## config.mk

```make
export PLATFORM = sky130hd
export DESIGN_NAME = per_id_min_interval_tracker
export DESIGN_NICKNAME = d
export VERILOG_FILES = /design/src/hdl/pmit_pkg.sv /design/src/hdl/pmit_ram.sv /design/src/hdl/pmit_sub.sv /design/src/hdl/per_id_min_interval_tracker.sv
export SDC_FILE = /design/constraint.sdc
export NUM_CORES = 2
export LEC_CHECK = 0
export ABC_AREA = 1
export ABC_CLOCK_PERIOD_IN_PS = 10350
export BUFFER_PORTS_ARGS = -buffer_cell sky130_fd_sc_hd__buf_4
export CORE_MARGIN = 1
export CORE_UTILIZATION = 35
export DETAILED_ROUTE_END_ITERATION = 8
export PLACE_DENSITY = 0.56
export SLEW_MARGIN = 15
export SYNTH_ARGS = -nofsm -noshare
export SYNTH_HDL_FRONTEND = slang
export SYNTH_HIERARCHICAL = 1
export SYNTH_SLANG_ARGS = --single-unit
export TNS_END_PERCENT = 5
```

## constraint.sdc

```tcl
create_clock -name clk_i -period 10.35 [get_ports clk_i]
set_input_delay 0.5175 -clock clk_i [delete_from_list [all_inputs] [get_ports clk_i]]
set_output_delay 0.5175 -clock clk_i [all_outputs]
set_load 0.01 [all_outputs]
```

## src/hdl/pmit_pkg.sv

```systemverilog
// ----------------------------------------------------------------------------
// pmit_pkg
// shared types and constants of the per-client minimum interval tracker
// ----------------------------------------------------------------------------
package pmit_pkg;

  localparam int ID_BITS    = 64;
  localparam int GAP_BITS   = 48;
  localparam int IN_TDATA_W = 112;
  localparam int OUT_TDATA_W = 56;

  // operation codes carried in tuser
  localparam logic OP_ARRIVAL = 1'b0;
  localparam logic OP_QUERY   = 1'b1;

  // result beat, lowest bit first: was_known, estimate_valid, best_gap, table_full
  typedef struct packed {
    logic                table_full;
    logic [GAP_BITS-1:0] best_gap;
    logic                estimate_valid;
    logic                was_known;
  } result_t;

endpackage

```

## src/hdl/pmit_ram.sv

```systemverilog
// ----------------------------------------------------------------------------
// pmit_ram
// generic single write port, single read port ram with registered read
// ----------------------------------------------------------------------------
module pmit_ram #(
  parameter int WIDTH = 8,
  parameter int DEPTH = 16
) (
  input  logic                                   clk_i,
  input  logic                                   we_i,
  input  logic [((DEPTH > 1) ? $clog2(DEPTH) : 1)-1:0] waddr_i,
  input  logic [WIDTH-1:0]                       wdata_i,
  input  logic                                   re_i,
  input  logic [((DEPTH > 1) ? $clog2(DEPTH) : 1)-1:0] raddr_i,
  output logic [WIDTH-1:0]                       rdata_o
);

  logic [WIDTH-1:0] mem_q [DEPTH];
  logic [WIDTH-1:0] rdata_q;

  always_ff @(posedge clk_i) begin
    if (we_i) begin
      mem_q[waddr_i] <= wdata_i;
    end
    if (re_i) begin
      rdata_q <= mem_q[raddr_i];
    end
  end

  assign rdata_o = rdata_q;

endmodule

```

## src/hdl/pmit_sub.sv

```systemverilog
// ----------------------------------------------------------------------------
// pmit_sub
// shared subtract and compare unit: difference and borrow of a minus b
// ----------------------------------------------------------------------------
module pmit_sub #(
  parameter int W = 48
) (
  input  logic [W-1:0] a_i,
  input  logic [W-1:0] b_i,
  output logic [W-1:0] diff_o,
  output logic         borrow_o
);

  logic [W:0] res;

  assign res      = {1'b0, a_i} - {1'b0, b_i};
  assign diff_o   = res[W-1:0];
  assign borrow_o = res[W];

endmodule

```

## src/hdl/per_id_min_interval_tracker.sv

```systemverilog
// ----------------------------------------------------------------------------
// per_id_min_interval_tracker
// per-client table of last arrival time and smallest inter-arrival gap
//
// usage:
//   slave beats carry one item: tuser is the operation (arrival or query),
//   tdata the client id and the arrival time. every item gives exactly one
//   master beat with was_known, estimate_valid, best_gap and table_full.
//   the table holds TABLE_ENTRIES clients, filled from entry 0 upward and
//   never freed, so a fill count marks the used entries.
// timing:
//   an item scans the used entries one per cycle through a single ram read
//   port; a known client's arrival then goes through the shared subtract
//   unit in two steps (gap, then compare).
//   the input is ready only while no item is in work.
// reset:
//   the table reads as empty at once, no clearing pass is needed.
// stall:
//   a result waits in the output register; the next item is accepted and
//   worked on meanwhile, and holds at its end until that register frees.
// ----------------------------------------------------------------------------
module per_id_min_interval_tracker
  import pmit_pkg::*;
#(
  parameter int TABLE_ENTRIES = 16,
  parameter int TIME_BITS     = 48
) (
  input  logic                   clk_i,
  input  logic                   rst_ni,
  input  logic                   s_axis_tvalid_i,
  output logic                   s_axis_tready_o,
  input  logic [IN_TDATA_W-1:0]  s_axis_tdata_i,  // client_id, arrival_time
  input  logic                   s_axis_tuser_i,  // operation
  output logic                   m_axis_tvalid_o,
  input  logic                   m_axis_tready_i,
  output logic [OUT_TDATA_W-1:0] m_axis_tdata_o   // was_known, estimate_valid,
                                                  // best_gap, table_full
);

  localparam int TW = (TIME_BITS < GAP_BITS) ? TIME_BITS : GAP_BITS;
  localparam int WW = ID_BITS + 2 * TW;
  localparam int AW = (TABLE_ENTRIES > 1) ? $clog2(TABLE_ENTRIES) : 1;
  localparam int CW = $clog2(TABLE_ENTRIES + 1);

  typedef enum logic [1:0] {
    S_IDLE,
    S_SCAN,
    S_UPD,
    S_WB
  } state_e;

  state_e             state_q, state_d;
  logic               op_q, op_d;
  logic [ID_BITS-1:0] id_q, id_d;
  logic [TW-1:0]      t_q, t_d;
  logic [CW-1:0]      count_q, count_d;
  logic [CW-1:0]      scan_q, scan_d;
  logic               pend_q, pend_d;
  logic [AW-1:0]      rd_idx_q, rd_idx_d;
  logic [AW-1:0]      ent_q, ent_d;
  logic [TW-1:0]      last_q, last_d;
  logic [TW-1:0]      best_q, best_d;
  logic [TW-1:0]      gap_q, gap_d;
  logic               out_valid_q, out_valid_d;
  result_t            res_q, res_d;

  logic               ram_we, ram_re;
  logic [AW-1:0]      ram_waddr, ram_raddr;
  logic [WW-1:0]      ram_wdata, ram_rdata;
  logic [ID_BITS-1:0] rd_client;
  logic [TW-1:0]      rd_last, rd_best;
  logic [TW-1:0]      sub_a, sub_b, sub_diff;
  logic               sub_borrow;
  logic               hit, can_fin;
  logic [TW-1:0]      new_best;

  pmit_ram #(
    .WIDTH (WW),
    .DEPTH (TABLE_ENTRIES)
  ) u_ram (
    .clk_i   (clk_i),
    .we_i    (ram_we),
    .waddr_i (ram_waddr),
    .wdata_i (ram_wdata),
    .re_i    (ram_re),
    .raddr_i (ram_raddr),
    .rdata_o (ram_rdata)
  );

  pmit_sub #(
    .W (TW)
  ) u_sub (
    .a_i      (sub_a),
    .b_i      (sub_b),
    .diff_o   (sub_diff),
    .borrow_o (sub_borrow)
  );

  assign rd_client = ram_rdata[WW-1 -: ID_BITS];
  assign rd_last   = ram_rdata[2*TW-1:TW];
  assign rd_best   = ram_rdata[TW-1:0];
  assign hit       = pend_q && (rd_client == id_q);
  assign can_fin   = !out_valid_q || m_axis_tready_i;
  assign new_best  = sub_borrow ? gap_q : best_q;

  always_comb begin
    state_d     = state_q;
    op_d        = op_q;
    id_d        = id_q;
    t_d         = t_q;
    count_d     = count_q;
    scan_d      = scan_q;
    pend_d      = pend_q;
    rd_idx_d    = rd_idx_q;
    ent_d       = ent_q;
    last_d      = last_q;
    best_d      = best_q;
    gap_d       = gap_q;
    out_valid_d = out_valid_q && !m_axis_tready_i;
    res_d       = res_q;
    ram_we      = 1'b0;
    ram_waddr   = ent_q;
    ram_wdata   = {id_q, t_q, t_q};
    ram_re      = 1'b0;
    ram_raddr   = scan_q[AW-1:0];
    sub_a       = t_q;
    sub_b       = last_q;

    unique case (state_q)
      S_IDLE: begin
        if (s_axis_tvalid_i) begin
          op_d    = s_axis_tuser_i;
          id_d    = s_axis_tdata_i[ID_BITS-1:0];
          t_d     = s_axis_tdata_i[ID_BITS +: TW];
          scan_d  = '0;
          pend_d  = 1'b0;
          state_d = S_SCAN;
        end
      end
      S_SCAN: begin
        if (hit) begin
          if (op_q == OP_QUERY) begin
            if (can_fin) begin
              res_d.was_known      = 1'b1;
              res_d.estimate_valid = 1'b1;
              res_d.best_gap       = GAP_BITS'(rd_best);
              res_d.table_full     = 1'b0;
              out_valid_d          = 1'b1;
              state_d              = S_IDLE;
            end
          end else begin
            last_d  = rd_last;
            best_d  = rd_best;
            ent_d   = rd_idx_q;
            state_d = S_UPD;
          end
        end else if (scan_q < count_q) begin
          ram_re   = 1'b1;
          rd_idx_d = scan_q[AW-1:0];
          pend_d   = 1'b1;
          scan_d   = CW'(scan_q + 1'b1);
        end else if (can_fin) begin
          res_d       = '0;
          out_valid_d = 1'b1;
          state_d     = S_IDLE;
          if (op_q == OP_ARRIVAL) begin
            if (count_q == CW'(TABLE_ENTRIES)) begin
              res_d.table_full = 1'b1;
            end else begin
              ram_we               = 1'b1;
              ram_waddr            = count_q[AW-1:0];
              ram_wdata            = {id_q, t_q, t_q};
              count_d              = CW'(count_q + 1'b1);
              res_d.estimate_valid = 1'b1;
              res_d.best_gap       = GAP_BITS'(t_q);
            end
          end
        end
      end
      S_UPD: begin
        sub_a   = t_q;
        sub_b   = last_q;
        gap_d   = sub_borrow ? '0 : sub_diff;
        state_d = S_WB;
      end
      S_WB: begin
        sub_a = gap_q;
        sub_b = best_q;
        if (can_fin) begin
          ram_we               = 1'b1;
          ram_waddr            = ent_q;
          ram_wdata            = {id_q, t_q, new_best};
          res_d.was_known      = 1'b1;
          res_d.estimate_valid = 1'b1;
          res_d.best_gap       = GAP_BITS'(new_best);
          res_d.table_full     = 1'b0;
          out_valid_d          = 1'b1;
          state_d              = S_IDLE;
        end
      end
      default: state_d = S_IDLE;
    endcase
  end

  always_ff @(posedge clk_i or negedge rst_ni) begin
    if (!rst_ni) begin
      state_q     <= S_IDLE;
      op_q        <= OP_ARRIVAL;
      id_q        <= '0;
      t_q         <= '0;
      count_q     <= '0;
      scan_q      <= '0;
      pend_q      <= 1'b0;
      rd_idx_q    <= '0;
      ent_q       <= '0;
      last_q      <= '0;
      best_q      <= '0;
      gap_q       <= '0;
      out_valid_q <= 1'b0;
      res_q       <= '0;
    end else begin
      state_q     <= state_d;
      op_q        <= op_d;
      id_q        <= id_d;
      t_q         <= t_d;
      count_q     <= count_d;
      scan_q      <= scan_d;
      pend_q      <= pend_d;
      rd_idx_q    <= rd_idx_d;
      ent_q       <= ent_d;
      last_q      <= last_d;
      best_q      <= best_d;
      gap_q       <= gap_d;
      out_valid_q <= out_valid_d;
      res_q       <= res_d;
    end
  end

  assign s_axis_tready_o = (state_q == S_IDLE);
  assign m_axis_tvalid_o = out_valid_q;
  assign m_axis_tdata_o  = {(OUT_TDATA_W - $bits(result_t))'(0), res_q};

  // fill count stays within the table
  a_count_bound : assert property (@(posedge clk_i) disable iff (!rst_ni)
    count_q <= CW'(TABLE_ENTRIES))
    else $error("fill count beyond table size");

  // the fill count only grows, by one entry at a time
  a_count_step : assert property (@(posedge clk_i) disable iff (!rst_ni)
    (count_q != $past(count_q)) |-> (count_q == CW'($past(count_q) + 1'b1)))
    else $error("fill count moved by more than one");

  // a result never claims both a stored estimate and a full table
  a_full_excl : assert property (@(posedge clk_i) disable iff (!rst_ni)
    out_valid_q |-> !(res_q.table_full && (res_q.estimate_valid || res_q.was_known)))
    else $error("table full flagged together with an estimate");

  // the table is written only while an item is in work
  a_write_busy : assert property (@(posedge clk_i) disable iff (!rst_ni)
    ram_we |-> (state_q != S_IDLE))
    else $error("table write while idle");

endmodule

```

==> flow_summary_export.csv <==
group,metric,value,unit
run_status,outcome,"finished clean",
logic_synthesis,ys_warn_count,6,
logic_synthesis,synth_top_family_by_area,"simple AND/OR/NAND/NOR gates",
place,dp.final_hpwl,222.0,mm
logic_synthesis,synth_edf_count,2720,
logic_synthesis,seq_area_frac_synth,67.00,%
worst_setup_path,arrival,6.75,ns
cells_and_area,drive_above_1_share,7.267,%
logic_synthesis,async_flop_share,10.82,%
clock_network,tritoncts,"yes",
logic_synthesis,syn_inst,13380,
clock_network,cts_resized,0,
route,post_drt_wl_per_cell,21.66,um
global_route,antenna_found_initial,10,
route,drtIter0Drc,9150,
worst_hold_path,hold_depth,3,
logic_synthesis,synthSimpleGateAreaFrac,23.14,%
route,antenna_left,0,
worst_setup_path,worstSetupEndpointType,"flop",
power,power_leakage,63.42,nW
clock_network,root_buffer,"clkbuf_16",
clock_network,post_cts_buffers,0,
power,comb_power_share,32.0,%
route,firstDrtPassIters,6,
cells_and_area,nets,13710,
floorplan,ios,175,
logic_synthesis,yosysMostFrequentCell,"nand2_1",
floorplan,fp-row-count,227,
logic_synthesis,synth_area_leaders,"edfxtp_1 61%, nand2_1 14%, nand3_1 7.5%, dfrtp_1 6.2%, inv_1 4.5%",
worst_setup_path,rr_worst_depth,13,
timing,final_hold_viol_count,0,
run,max_cap_violations,0,
logic_synthesis,synth_compound_area_share,1.768,%
clock_network,htree_levels,5,
route,viasPerCell,4.976,
timing,max_freq,161.1,MHz
floorplan,core_area,382000,um2
power,switching_share,38.35,%
logic_synthesis,synth.ff_latch_count,3050,
timing,finalCritPeriodShare,59.98,%
timing,setup_viol,0,
logic_synthesis,syn-cell-area,134200,um2
worst_setup_path,cp.required,10.89,ns
floorplan,dieHeight,621.3,um
floorplan,fp.dieW,621.3,um
timing,fin_setup_tns,0,ns
power,vdd_drop_max,0.3937,mV
power,p_int,26.57,mW
power,power,43.10,mW
timing,rsz0062_at_grt,"no",
worst_setup_path,critPathLaunchType,"flop",
logic_synthesis,synth_adder_area_share,0.5276,%
place,port_buffers,169,
clock_network,clock_sinks,3050,
power,power_density,283.4,nW/um2
route,drc,0,
global_route,grt_pass1_wl,601.5,mm
global_route,first_global_vias,89460,
route,vias,93850,
logic_synthesis,synth_ff_type,"edfxtp_1",
logic_synthesis,synthMuxAreaShare,0,%
logic_synthesis,synthXorXnorAreaFrac,0.3188,%
global_route,grt_usage,20.62,%
logic_synthesis,synthTopCellsByCount,"5,031 x nand2_1, 2,720 x edfxtp_1, 2,017 x nand3_1",
global_route,top_usage_layer,"met2",
clock_network,clk_pin_slew,0.06,ns
global_route,overflow,0,
place,place_congestion,0.9681,
timing,worst_clock_skew,0.07943,ns
clock_network,cts_hold_buf,99,
logic_synthesis,post_synth.cell_area_avg,10.03,um2
worst_setup_path,path_max_fanout,44,
clock_network,clk_latency,0.96,ns
cells_and_area,syn_to_final_growth,13.31,%
power,clkPwrFrac,27.1,%
logic_synthesis,yosys.area.top_type_share,60.85,%
floorplan,start_util,35.14,%
global_route,grt_max_degree,204,
worst_setup_path,critPathKind,"reg2reg",
route,wirelength,408.5,mm
logic_synthesis,synth_top_cell_by_area,"edfxtp_1",
clock_network,cts_buffer_depth,4,
timing,tightest_slew,1.365,ns
global_route,globalRouteMet1Util,28.37,%
timing,fin_hold_ws,0.009338,ns
floorplan,dieArea,386000,um2
timing,finalMaxSlewViolations,0,
timing,slew_headroom,9.019,%
cells_and_area,fillers,36900,
timing,period_minus_slack,6.208,ns
worst_hold_path,hp-class,"in2reg",
power,p_sw,16.53,mW
logic_synthesis,ys_types,45,
global_route,grt_use_met2,34.27,%
clock_network,cts_buffers,335,
power,seq_power_share,40.9,%
global_route,met3_usage,2.158,%
[per-layer routing]
metal | share of wire, % | vias to the layer above
met2 | 48 | 3175
met4 | 3.1 | 4
met5 | 0.0061 | -
met3 | 6.0 | 589
met1 | 43 | 45950
li1 | - | 44140
[cells in the final DEF (no fill, tap or decap), types with 7 or more instances in the layout]
cell type         n
nand3_1        2016
xnor2_1          13
nor3_1           10
clkinv_2         62
clkinv_8          7
inv_2             8
nor2_2           24
bufinv_16        19
a21oi_1          77
edfxtp_1       2720
or2_2            30
inv_6             7
clkbuf_1         96
o21ai_1          12
clkbuf_8         15
o21ai_0         370
clkinvlp_4        8
nor2_1          194
nand4_1          84
nor2_4           26
dfrtp_1         326
nand2_2          17
buf_4           383
xor2_1           34
inv_1          1591
buf_12           19
clkbuf_16       343
clkinv_1         55
nand2_1        5027
and2_1            7
dlygate4sd3_1    99
ha_1             55
[power groups by stage]
stage / Clock, mW / Combinational, mW / Sequential [mW]
after floorplan: 0 / 8.86 / 17.6
after global routing: 12.3 / 15.2 / 17.8
after global placement: 0 / 13.7 / 17.9
final: 11.7 / 13.8 / 17.6
after detailed placement: 0 / 13.7 / 17.9
after CTS: 11.9 / 13.8 / 17.6
[worst paths after layout]
kind | endpoint | startpoint | slack (ns)
min in group asynchronous | t_q[19]$_DFFE_PN0P_ | rst_ni | 0.19
max | u_ram/mem_q[14][37]$_DFFE_PP_ | id_q[26]$_DFFE_PN0P_ | 4.14
min reg2reg | last_q[19]$_DFFE_PN0P_ | u_ram/rdata_o[67]$_DFFE_PP_ | 0.44
max in group asynchronous | id_q[44]$_DFFE_PN0P_ | rst_ni | 7.93
max reg2reg | u_ram/mem_q[14][37]$_DFFE_PP_ | id_q[26]$_DFFE_PN0P_ | 4.14
min | id_q[3]$_DFFE_PN0P_ | s_axis_tdata_i[3] | 0.009
[metrics by stage]
step | instance area [um2] | instances | utilization, % | worst slack (ns)
floorplan | 134200 | 13380 | - | 0.8099
global placement | 140400 | 18140 | 36.76 | 4.210
detailed placement | 140400 | 18140 | 36.76 | 4.181
CTS | 152100 | 18850 | 39.81 | 4.168
global route | 152100 | 18860 | 39.81 | 3.928
finish | 152100 | 18860 | 39.81 | 4.142
[sequential cells by signal (all words and copies together), names as in the netlist]
| register | flops |
|---|---|
| m_axis_tdata_o | 51 |
| scan_q | 5 |
| best_q | 48 |
| u_ram/rdata_o | 160 |
| u_ram/mem_q | 2560 |
| count_q | 5 |
| last_q | 48 |
| op_q | 1 |
| ent_q | 4 |
| t_q | 48 |
| rd_idx_q | 4 |
| pend_q | 1 |
| state_q | 2 |
| id_q | 64 |
| m_axis_tvalid_o | 1 |
| gap_q | 48 |
[cell families (layout without fill, tap and decap cells)]
group | count (synthesis) | count (layout)
simple gates | 7459 | 7459
flops | 3050 | 3050
buf+inv | 2294 | 2728
compound gates | 470 | 470
fa+ha+maj | 56 | 56
xor+xnor | 48 | 48
other cells | 1 | 10
[critical path: stages (launching register included)]
cell and delay, ns:
dfrtp_1 0.58, xnor2_1 0.69, nand3_1 0.16, nor3_1 0.46, nand2_1 0.21, nor2_1 0.48
nand3_1 0.39, nand3_1 0.35, nand2_1 0.09, nand2_1 0.12, nand2_1 0.25, nor2_4 0.19
buf_4 0.71, buf_4 0.94
[final cells by class]
type	instances	area, um2	area share [%]
Clock buffer	454	9150	6.016
Clock inverter	166	1514	0.9954
Tap cell	5038	6304	4.145
Multi-Input combinational cell	8038	34810	22.89
Inverter	1606	6082	3.999
Antenna cell	5	12.51	0.008227
Timing Repair Buffer	502	4262	2.802
Sequential cell	3050	89950	59.14
Power figures use the tool's default switching activity.
